[src/ebiag_pkg.sv]
// shared types, constants and helpers of the essential-bit injection address generator
`default_nettype none
package ebiag_pkg;

  localparam int LINE_BITS     = 32;
  localparam int LINE_OFFSET_B = 10;

  localparam int LINE_W   = 24;
  localparam int FW_W     = 7;
  localparam int FRAME_W  = 20;
  localparam int BIT_W    = 5;
  localparam int CMD_W    = 40;
  localparam int COUNT_W  = 32;
  localparam int CFG_IDX_W = 2;

  // scanned mask width, never above the 5-bit bit index range
  localparam int SCAN_W = (LINE_BITS > 32) ? 32 : LINE_BITS;

  // quotient bits resolved per divider cycle
  localparam int DIV_RADIX_BITS = 3;
  localparam int DIV_STEPS      = LINE_W / DIV_RADIX_BITS;
  localparam int STEP_W         = $clog2(DIV_STEPS);

  localparam logic [7:0] CMD_PREFIX = 8'hC0;

  localparam logic [CFG_IDX_W-1:0] CFG_FAMILY_SELECT = 2'd0;
  localparam logic [CFG_IDX_W-1:0] CFG_FRAME_WORDS_A = 2'd1;
  localparam logic [CFG_IDX_W-1:0] CFG_FRAME_WORDS_B = 2'd2;

  localparam logic [FW_W-1:0] FRAME_WORDS_A_RST = 7'd101;
  localparam logic [FW_W-1:0] FRAME_WORDS_B_RST = 7'd123;

  typedef enum logic [1:0] {
    ST_IDLE,
    ST_DIV,
    ST_FIN,
    ST_EMIT
  } ebiag_state_t;

  typedef struct packed {
    logic [FW_W-1:0]   rem;
    logic [LINE_W-1:0] quo;
  } ebiag_div_t;

  // several restoring division steps; the remainder stays below the divisor
  function automatic ebiag_div_t ebiag_div_step(input ebiag_div_t cur,
                                                input logic [FW_W-1:0] dvs);
    ebiag_div_t  res;
    logic [FW_W:0] t;
    res = cur;
    for (int k = 0; k < DIV_RADIX_BITS; k++) begin
      t = {res.rem, res.quo[LINE_W-1]};
      res.quo = {res.quo[LINE_W-2:0], 1'b0};
      if (t >= {1'b0, dvs}) begin
        t = t - {1'b0, dvs};
        res.quo[0] = 1'b1;
      end
      res.rem = t[FW_W-1:0];
    end
    return res;
  endfunction

  // index of the lowest set bit
  function automatic logic [BIT_W-1:0] ebiag_lowest(input logic [SCAN_W-1:0] m);
    logic [BIT_W-1:0] idx;
    idx = '0;
    for (int i = SCAN_W - 1; i >= 0; i--) begin
      if (m[i]) idx = BIT_W'(i);
    end
    return idx;
  endfunction

endpackage
`default_nettype wire

[src/essential_bit_injection_address_gen_core.sv]
// top level: essential-bit mask to fault-injection command generator
// sequence: the idle state accepts a line, the divider state resolves 3 quotient
//   bits per step in the shared compare-subtract unit, the finish state latches
//   the address, then the emit state loads one command per cycle, unless out_ready
//   stalls a full output register; a new line is accepted only in the idle state
// reset: synchronous active low; clears the sequencer, output valid, command
//   count and loads the register defaults (mode A, 101 and 123 words per frame)
`default_nettype none
module essential_bit_injection_address_gen_core (
  input  wire logic                           clk,
  input  wire logic                           rst_n,
  // item in
  input  wire logic                           in_valid,
  output      logic                           in_ready,
  input  wire logic [ebiag_pkg::LINE_W-1:0]   in_line_number,
  input  wire logic [31:0]                    in_line_mask,
  // commands out
  output      logic                           out_valid,
  input  wire logic                           out_ready,
  output      logic [ebiag_pkg::CMD_W-1:0]    out_inject_command,
  output      logic [ebiag_pkg::FRAME_W-1:0]  out_frame_address,
  output      logic [ebiag_pkg::FW_W-1:0]     out_word_in_frame,
  output      logic [ebiag_pkg::BIT_W-1:0]    out_bit_in_word,
  output      logic                           out_address_invalid,
  output      logic [ebiag_pkg::COUNT_W-1:0]  out_emitted_total,
  output      logic                           out_last_of_line,
  // configuration writes
  input  wire logic                           cfg_valid,
  output      logic                           cfg_ready,
  input  wire logic [ebiag_pkg::CFG_IDX_W-1:0] cfg_index,
  input  wire logic [ebiag_pkg::FW_W-1:0]     cfg_data
);
  import ebiag_pkg::*;

  // configuration registers
  logic            family_r;
  logic [FW_W-1:0] fw_a_r;
  logic [FW_W-1:0] fw_b_r;

  // sequencer
  ebiag_state_t state_r, state_nxt;
  logic [STEP_W-1:0] step_r, step_nxt;

  // divider working registers, quo starts as the dividend
  ebiag_div_t      div_r, div_nxt;
  ebiag_div_t      div_step;
  logic [FW_W-1:0] dvs_r, dvs_nxt;
  logic            below_r, below_nxt;

  // per-line address, latched after the divide
  logic [FRAME_W-1:0] frame_r, frame_nxt;
  logic [FW_W-1:0]    word_r, word_nxt;
  logic               inval_r, inval_nxt;
  logic [SCAN_W-1:0]  mask_r, mask_nxt;
  logic [SCAN_W-1:0]  mask_rest;

  logic [COUNT_W-1:0] count_r, count_nxt;

  // output register
  logic               ov_r, ov_nxt;
  logic [FRAME_W-1:0] o_frame_r, o_frame_nxt;
  logic [FW_W-1:0]    o_word_r, o_word_nxt;
  logic [BIT_W-1:0]   o_bit_r, o_bit_nxt;
  logic               o_inval_r, o_inval_nxt;
  logic [COUNT_W-1:0] o_total_r, o_total_nxt;
  logic               o_last_r, o_last_nxt;

  logic [LINE_W-1:0]  line_red;
  logic [FW_W-1:0]    fw_sel;

  // configuration port never stalls
  assign cfg_ready = 1'b1;

  always_ff @(posedge clk) begin
    if (!rst_n) begin
      family_r <= 1'b0;
      fw_a_r   <= FRAME_WORDS_A_RST;
      fw_b_r   <= FRAME_WORDS_B_RST;
    end else if (cfg_valid) begin
      case (cfg_index)
        CFG_FAMILY_SELECT: family_r <= cfg_data[0];
        CFG_FRAME_WORDS_A: fw_a_r   <= cfg_data;
        CFG_FRAME_WORDS_B: fw_b_r   <= cfg_data;
        default: ;
      endcase
    end
  end

  // mode B removes the line offset first; zero words per frame counts as one
  assign line_red = in_line_number - LINE_W'(LINE_OFFSET_B);
  always_comb begin
    if (family_r) fw_sel = fw_b_r;
    else          fw_sel = fw_a_r;
    if (fw_sel == '0) fw_sel = FW_W'(1);
  end

  // the one shared compare-subtract unit
  assign div_step  = ebiag_div_step(div_r, dvs_r);
  // mask with its lowest set bit removed
  assign mask_rest = mask_r & (mask_r - SCAN_W'(1));

  always_comb begin
    state_nxt   = state_r;
    step_nxt    = step_r;
    div_nxt     = div_r;
    dvs_nxt     = dvs_r;
    below_nxt   = below_r;
    frame_nxt   = frame_r;
    word_nxt    = word_r;
    inval_nxt   = inval_r;
    mask_nxt    = mask_r;
    count_nxt   = count_r;
    ov_nxt      = ov_r;
    o_frame_nxt = o_frame_r;
    o_word_nxt  = o_word_r;
    o_bit_nxt   = o_bit_r;
    o_inval_nxt = o_inval_r;
    o_total_nxt = o_total_r;
    o_last_nxt  = o_last_r;
    in_ready    = 1'b0;

    // a taken command leaves the output register empty
    if (ov_r && out_ready) ov_nxt = 1'b0;

    case (state_r)
      ST_IDLE: begin
        in_ready = 1'b1;
        if (in_valid) begin
          dvs_nxt  = fw_sel;
          mask_nxt = in_line_mask[SCAN_W-1:0];
          step_nxt = '0;
          div_nxt.rem = '0;
          if (family_r) begin
            div_nxt.quo = line_red;
            below_nxt   = (in_line_number < LINE_W'(LINE_OFFSET_B));
          end else begin
            div_nxt.quo = in_line_number;
            below_nxt   = 1'b0;
          end
          state_nxt = ST_DIV;
        end
      end
      ST_DIV: begin
        div_nxt  = div_step;
        step_nxt = step_r + STEP_W'(1);
        if (step_r == STEP_W'(DIV_STEPS - 1)) state_nxt = ST_FIN;
      end
      ST_FIN: begin
        // quotient zero or a line below the offset gives a negative frame
        if (below_r) begin
          frame_nxt = '1;
          word_nxt  = '0;
          inval_nxt = 1'b1;
        end else begin
          frame_nxt = FRAME_W'(div_r.quo - LINE_W'(1));
          word_nxt  = div_r.rem;
          inval_nxt = (div_r.quo == '0);
        end
        if (mask_r == '0) state_nxt = ST_IDLE;
        else              state_nxt = ST_EMIT;
      end
      ST_EMIT: begin
        if (!ov_r || out_ready) begin
          ov_nxt      = 1'b1;
          o_frame_nxt = frame_r;
          o_word_nxt  = word_r;
          o_inval_nxt = inval_r;
          o_bit_nxt   = ebiag_lowest(mask_r);
          o_last_nxt  = (mask_rest == '0);
          count_nxt   = count_r + COUNT_W'(1);
          o_total_nxt = count_r + COUNT_W'(1);
          mask_nxt    = mask_rest;
          if (mask_rest == '0) state_nxt = ST_IDLE;
        end
      end
      default: begin
        state_nxt = ST_IDLE;
      end
    endcase
  end

  always_ff @(posedge clk) begin
    if (!rst_n) begin
      state_r <= ST_IDLE;
      step_r  <= '0;
      count_r <= '0;
      ov_r    <= 1'b0;
    end else begin
      state_r <= state_nxt;
      step_r  <= step_nxt;
      count_r <= count_nxt;
      ov_r    <= ov_nxt;
    end
  end

  // payload, no reset
  always_ff @(posedge clk) begin
    div_r     <= div_nxt;
    dvs_r     <= dvs_nxt;
    below_r   <= below_nxt;
    frame_r   <= frame_nxt;
    word_r    <= word_nxt;
    inval_r   <= inval_nxt;
    mask_r    <= mask_nxt;
    o_frame_r <= o_frame_nxt;
    o_word_r  <= o_word_nxt;
    o_bit_r   <= o_bit_nxt;
    o_inval_r <= o_inval_nxt;
    o_total_r <= o_total_nxt;
    o_last_r  <= o_last_nxt;
  end

  assign out_valid           = ov_r;
  assign out_inject_command  = {CMD_PREFIX, o_frame_r, o_word_r, o_bit_r};
  assign out_frame_address   = o_frame_r;
  assign out_word_in_frame   = o_word_r;
  assign out_bit_in_word     = o_bit_r;
  assign out_address_invalid = o_inval_r;
  assign out_emitted_total   = o_total_r;
  assign out_last_of_line    = o_last_r;

endmodule
`default_nettype wire

[config.mk]
export PLATFORM = sky130hd
export DESIGN_NAME = essential_bit_injection_address_gen_core
export DESIGN_NICKNAME = d
export VERILOG_FILES = /design/src/ebiag_pkg.sv /design/src/essential_bit_injection_address_gen_core.sv
export SDC_FILE = /design/constraint.sdc
export NUM_CORES = 1
export LEC_CHECK = 0
export ABC_AREA = 1
export ABC_CLOCK_PERIOD_IN_PS = 11330
export BUFFER_PORTS_ARGS = -buffer_cell sky130_fd_sc_hd__buf_2
export CAP_MARGIN = 10
export CORE_MARGIN = 1
export CORE_UTILIZATION = 40
export CTS_CLUSTER_SIZE = 28
export DETAILED_ROUTE_END_ITERATION = 7
export PLACE_DENSITY = 0.68
export SYNTH_ARGS = -nofsm -noshare
export SYNTH_HDL_FRONTEND = slang
export SYNTH_SLANG_ARGS = --single-unit
[constraint.sdc]
create_clock -name clk -period 11.33 [get_ports clk]
set_input_delay 1.6995 -clock clk [delete_from_list [all_inputs] [get_ports clk]]
set_output_delay 1.6995 -clock clk [all_outputs]
set_load 0.005 [all_outputs]
==> results of run 1 <==
==> routing by layer <==
layer / wire, µm / GRT usage, % / vias up
li1: - / - / 4443
met2: 10800 / 26.5 / 203
met3: 958 / 2.09 / 41
met5: 0 / 0 / -
met4: 639 / 4.90 / 0
met1: 10900 / 22.0 / 3887
==> sequential cells by signal, summed over array words and instances, names as in the netlist, 20 cells and up <==
name               flops
out_frame_address     20
out_emitted_total     32
mask_r                32
frame_r               20
count_r               32
div_r                 31
==> final cells by class <==
class | instances | area, µm² | area share [%]
flip-flops and latches | 218 | 6020 | 46.0
multi-input cells | 796 | 4210 | 32.2
repair buffers | 176 | 918 | 7.02
inverters | 192 | 721 | 5.51
clock buffers | 35 | 642 | 4.90
well taps | 378 | 473 | 3.61
clock inverters | 9 | 103 | 0.784
diodes | 1 | 2.50 | 0.0191
==> kinds of logic (layout without fill, tap and decap cells) <==
logic type / Yosys count / in the layout / synth area share, %
buffers and inverters: 262 / 412 / 10.1
DFF: 218 / 218 / 53.1
and+or+nand+nor: 488 / 488 / 19.0
AOI/OAI and AO/OA: 220 / 220 / 10.5
other: 2 / 10 / 0.0663
xor gates and xnor gates: 50 / 50 / 3.87
adders and majority gates: 29 / 29 / 3.40
==> how the worst max path moves through the flow <==
stage	to	slack, ns
after global routing	div_r[29]	3.56
after CTS	div_r[29]	4.43
after detailed placement	div_r[29]	4.48
final	div_r[29]	4.39
after global placement	div_r[29]	4.64
after floorplan	div_r[0]	5.51
==> placed cells by master (no fill, tap or decap), drive strengths merged, types with 2 or more instances in the layout <==
| master | instances |
|---|---|
| nand2 | 234 |
| inv | 192 |
| buf | 176 |
| edfxtp | 165 |
| nor2 | 153 |
| o21ai | 122 |
| a21oi | 66 |
| dfxtp | 53 |
| nand3 | 43 |
| xor2 | 42 |
| clkbuf | 35 |
| ha | 26 |
| nor3 | 23 |
| nand4 | 11 |
| nor4 | 11 |
| conb | 9 |
| xnor2 | 8 |
| clkinv | 7 |
| a31oi | 6 |
| a211oi | 5 |
| o31ai | 5 |
| nand3b | 4 |
| or2 | 4 |
| a21o | 3 |
| fa | 3 |
| a221oi | 2 |
| nor3b | 2 |
| or4 | 2 |
| o41ai | 2 |
| bufinv | 2 |
==> power by group <==
part,switching (mW),internal [mW],leakage (nW),total (mW)
combinational,0.882,0.477,3.37,1.36
clock,0.302,0.438,0.360,0.741
sequential,0.143,1.15,1.97,1.30
==> per-stage QoR <==
step	utilization (%)	instance area [µm²]
global placement	44.3	12300
finish	47.1	13100
CTS	47.0	13100
detailed placement	44.3	12300
floorplan	-	11400
global route	47.1	13100
==> impl_metrics.json, run 1 <==
{
  "hold_buffers": 0,
  "antenna_found_initial": 1,
  "fmax_ghz": 0.144,
  "routabilityCongestion": 0.880,
  "worst_pin_slew_ns": 0.875,
  "crit_fanout": 15,
  "num_vias": 8574,
  "synth_seq_cells": 218,
  "crit_arrival_ns": 7.25,
  "rsz0062_at_grt": "false",
  "synth_top_area_cell": "edfxtp_1",
  "core_area_um2": 27800,
  "maxSlewViolCount": 0,
  "synth_top_cell_area_share_pct": 43.7,
  "clk_pin_slew_ns": 0.06,
  "track_usage_pct": 16.1,
  "finalWorstSetupSlack_ns": 4.39,
  "wire_per_inst_um": 12.9,
  "drt-initial-drc-count": 503,
  "fin_crit_sh_pct": 61.3,
  "finalHoldViolations": 0,
  "crit_top_cell": "nor2_1",
  "r2r_end": "div_r[29]",
  "final.setup_skew_ns": 0.0232,
  "fp.dieH_um": 170,
  "crit_start": "div_r[23]",
  "slew_headroom_pct": 41.5,
  "grt_overflow": 0,
  "ys_types": 52,
  "cts_sinks": 218,
  "synth_edf_count": 165,
  "crit_cells": 34,
  "final_nets": 1507,
  "min-delay-start": "word_r[0]",
  "dp_slack_ns": 4.48,
  "path_buf_inv": 5,
  "min_period_ns": 6.94,
  "placementRows": 61,
  "clock_latency_ns": 0.53,
  "cts_made_buffers": 24,
  "r2r_cells": 34,
  "dp_hpwl_mm": 17.2,
  "irDropWorstVdd_mv": 0.215,
  "post-place-cells": 1759,
  "yosysSeqAreaShare_pct": 53.1,
  "hold_ws_ns": 0.417,
  "yosysWarnings": 0,
  "antenna_left": 0,
  "cts.repair.resized": 0,
  "cts_max_level": 1,
  "required_ns": 11.64,
  "outcome": "completed",
  "synthTopCellsByCount": "230 x nand2_1, 179 x inv_1, 165 x edfxtp_1",
  "route.final.wire_length_mm": 23.4,
  "setup_tns_ns": 0,
  "die-area_um2": 29000,
  "synthFlopType": "edfxtp_1",
  "dieWidth_um": 170,
  "p_leak_nw": 5.70,
  "path_class": "flop to flop",
  "grt_pass1_wl_mm": 38.1,
  "syn2layout_area_growth_pct": 15.6,
  "setup_viol": 0,
  "crit_path_end_kind": "flop",
  "post_cts_buffers": 0,
  "slowest_delay_ns": 0.50,
  "grt_max_degree": 57,
  "start_util_pct": 40.8,
  "drt_pre_antenna_iters": 5,
  "p_total_mw": 3.40,
  "cts_tree": "yes",
  "cts_root_buffer": "clkbuf_16",
  "synth.most_common_cell": "nand2_1",
  "clockBufferDepth": 3,
  "cp_slowest_cell": "fa_1",
  "ys_async_sr_fraction_pct": 0,
  "synthCells": 1269,
  "r2r-start": "div_r[23]",
  "min_to": "out_word_in_frame[0]",
  "drt-vias-per-instance": 4.75,
  "rrSetupSlack_ns": 4.39,
  "ioPinCount": 179,
  "numPortBuffers": 169,
  "synth_area_leaders": "edfxtp_1 44%, dfxtp_1 9.4%, nand2_1 7.6%",
  "cp-start-kind": "flop",
  "avgSynthCellArea_um2": 8.93,
  "nFillCells": 2713,
  "hold_path_class": "flop to flop",
  "power.density_nw_per_um2": 259,
  "grt_pass1_vias": 8016,
  "cap_violations": 0,
  "syn_area_um2": 11300,
  "drc": 0,
  "crit_family": "compound AO/OA/AOI/OAI gates",
  "instances_no_fill": 1805,
  "whs_path_depth": 0,
  "drive_above_1_share_pct": 17.8
}
Power figures use the tool's default switching activity.
==> run 2: changes to the inputs <==
- ABC_CLOCK_PERIOD_IN_PS: 11330 -> 6890
- clock period: 11.33 -> 6.89 ns (I/O delays scaled with it)
==> run 2 against run 1 <==
Against the previous run:
- power grew 75%
- clock power grew 94%
- sequential cell count is the same
- global-route usage grew 0.18 points
- via count grew 0.35%
- register-to-register slack lost 3.7 ns
- core utilization grew 0.81 points
- count of clock-buffer cells in the layout shrank 4
- largest cell class unchanged
==> impl_metrics.json, run 2 (synthesized netlist as in run 1, its figures left out) <==
{
  "num_vias": 8604,
  "drc": 0,
  "irDropWorstVdd_mv": 0.279,
  "drt-vias-per-instance": 4.75,
  "multi_input_area_um2": 4250,
  "final_core_util_pct": 47.9,
  "slowest_delay_ns": 0.50,
  "path_class": "flop to flop",
  "cts_root_buffer": "clkbuf_16",
  "crit_arrival_ns": 6.53,
  "ioPinCount": 179,
  "dieWidth_um": 170,
  "crit_top_cell": "nor2_1",
  "hold_buffers": 0,
  "min_period_ns": 6.21,
  "cp_slowest_cell": "fa_1",
  "post-place-cells": 1761,
  "drt_pre_antenna_iters": 5,
  "crit_path_end_kind": "flop",
  "cts_max_level": 1,
  "p_leak_nw": 5.80,
  "slew_headroom_pct": 35.7,
  "seq_area_um2": 6020,
  "routabilityCongestion": 0.879,
  "clk_pin_slew_ns": 0.06,
  "route.final.wire_length_mm": 24.0,
  "drt-initial-drc-count": 539,
  "mostFrequentLayoutCells": "230 x nand2_1, 179 x inv_1, 169 x buf_2",
  "cap_violations": 0,
  "die-area_um2": 29000,
  "power.density_nw_per_um2": 445,
  "finalHoldViolations": 0,
  "required_ns": 7.21,
  "syn2layout_area_growth_pct": 17.6,
  "dp_hpwl_mm": 17.3,
  "clock_latency_ns": 0.54,
  "start_util_pct": 40.8,
  "cts_made_buffers": 26,
  "dp_slack_ns": 0.195,
  "placementRows": 61,
  "numPortBuffers": 169,
  "antenna_left": 0,
  "rsz0062_at_grt": "false",
  "final.setup_skew_ns": 0.0273,
  "maxSlewViolCount": 0,
  "instances_no_fill": 1812,
  "grt_max_degree": 77,
  "worst_pin_slew_ns": 0.965,
  "hold_ws_ns": 0.418,
  "cp-start-kind": "flop",
  "cts_sinks": 218,
  "crit_fanout": 10,
  "grt_pass1_wl_mm": 38.4,
  "core_area_um2": 27800,
  "cts_tree": "yes",
  "fmax_ghz": 0.161,
  "grt_overflow": 0,
  "fp.dieH_um": 170,
  "grt_pass1_vias": 7903,
  "layout_commonest_cell": "nand2_1",
  "drive_above_1_share_pct": 18.9,
  "fin_crit_sh_pct": 90.2,
  "finalWorstSetupSlack_ns": 0.677,
  "setup_tns_ns": 0,
  "nFillCells": 2701,
  "setup_viol": 0,
  "wire_per_inst_um": 13.2,
  "final_nets": 1513,
  "track_usage_pct": 16.3,
  "outcome": "completed",
  "clockBufferDepth": 3,
  "antenna_found_initial": 1,
  "hold_path_class": "flop to flop"
}
-- run 2: cell count changes in the layout (fill, tap and decap cells not counted), sizes merged --
cell and change:
buf +4, clkbuf -4, bufinv +3, clkinvlp +3, clkinv +1
-- run 2: cell type report --
cell class	count	area share [%]
repair buffers	180	7.12
clock inverters	16	1.64
clock buffers	31	5.18
diodes	1	0.0188
multi-input cells	796	31.9
well taps	378	3.55
inverters	192	5.41
flip-flops and latches	218	45.2
-- run 2: worst paths after layout --
kind                                   from               endpoint  slack, ns  cells after the start
worst max register to register    div_r[23]              div_r[29]       0.68                     35
worst min-delay path            frame_r[16]  out_frame_address[16]       0.42                      0
worst max-delay path              div_r[23]              div_r[29]       0.68                     35
worst min register to register  frame_r[16]  out_frame_address[16]       0.42                      0
-- run 2: layer usage --
metal	GRT usage [%]	routed length [µm]
met1	22.7	11400
met5	0	0
met3	2.19	1180
met4	4.00	471
met2	26.7	10900
-- run 2: critical path, delay by kind of cell, from the launching register on --
kind / cells / cell delay (ns)
simple gates: 14 / 1.71
fa+ha+maj: 4 / 1.40
buf+inv: 7 / 0.73
compound gates: 10 / 1.83
flops: 1 / 0.35
-- run 2: what timing repair did --
action,CTS,global route
setup buffers,0,2
gates resized for setup,0,11
endpoints found under the setup margin,0,8
-- run 2: where the power goes --
part | switching, mW | internal [mW] | leakage, nW
combinational | 1.51 | 0.839 | 3.40
clock | 0.544 | 0.898 | 0.432
sequential | 0.235 | 1.90 | 1.97
-- run 2: metrics by stage --
stage          power (mW)  area [µm²]
3_5_place_dp         4.39       12300
3_3_place_gp         4.34       12300
5_1_grt              6.38       13300
2_1_floorplan        3.80       11400
4_1_cts              5.86       13200
6_report             5.93       13300
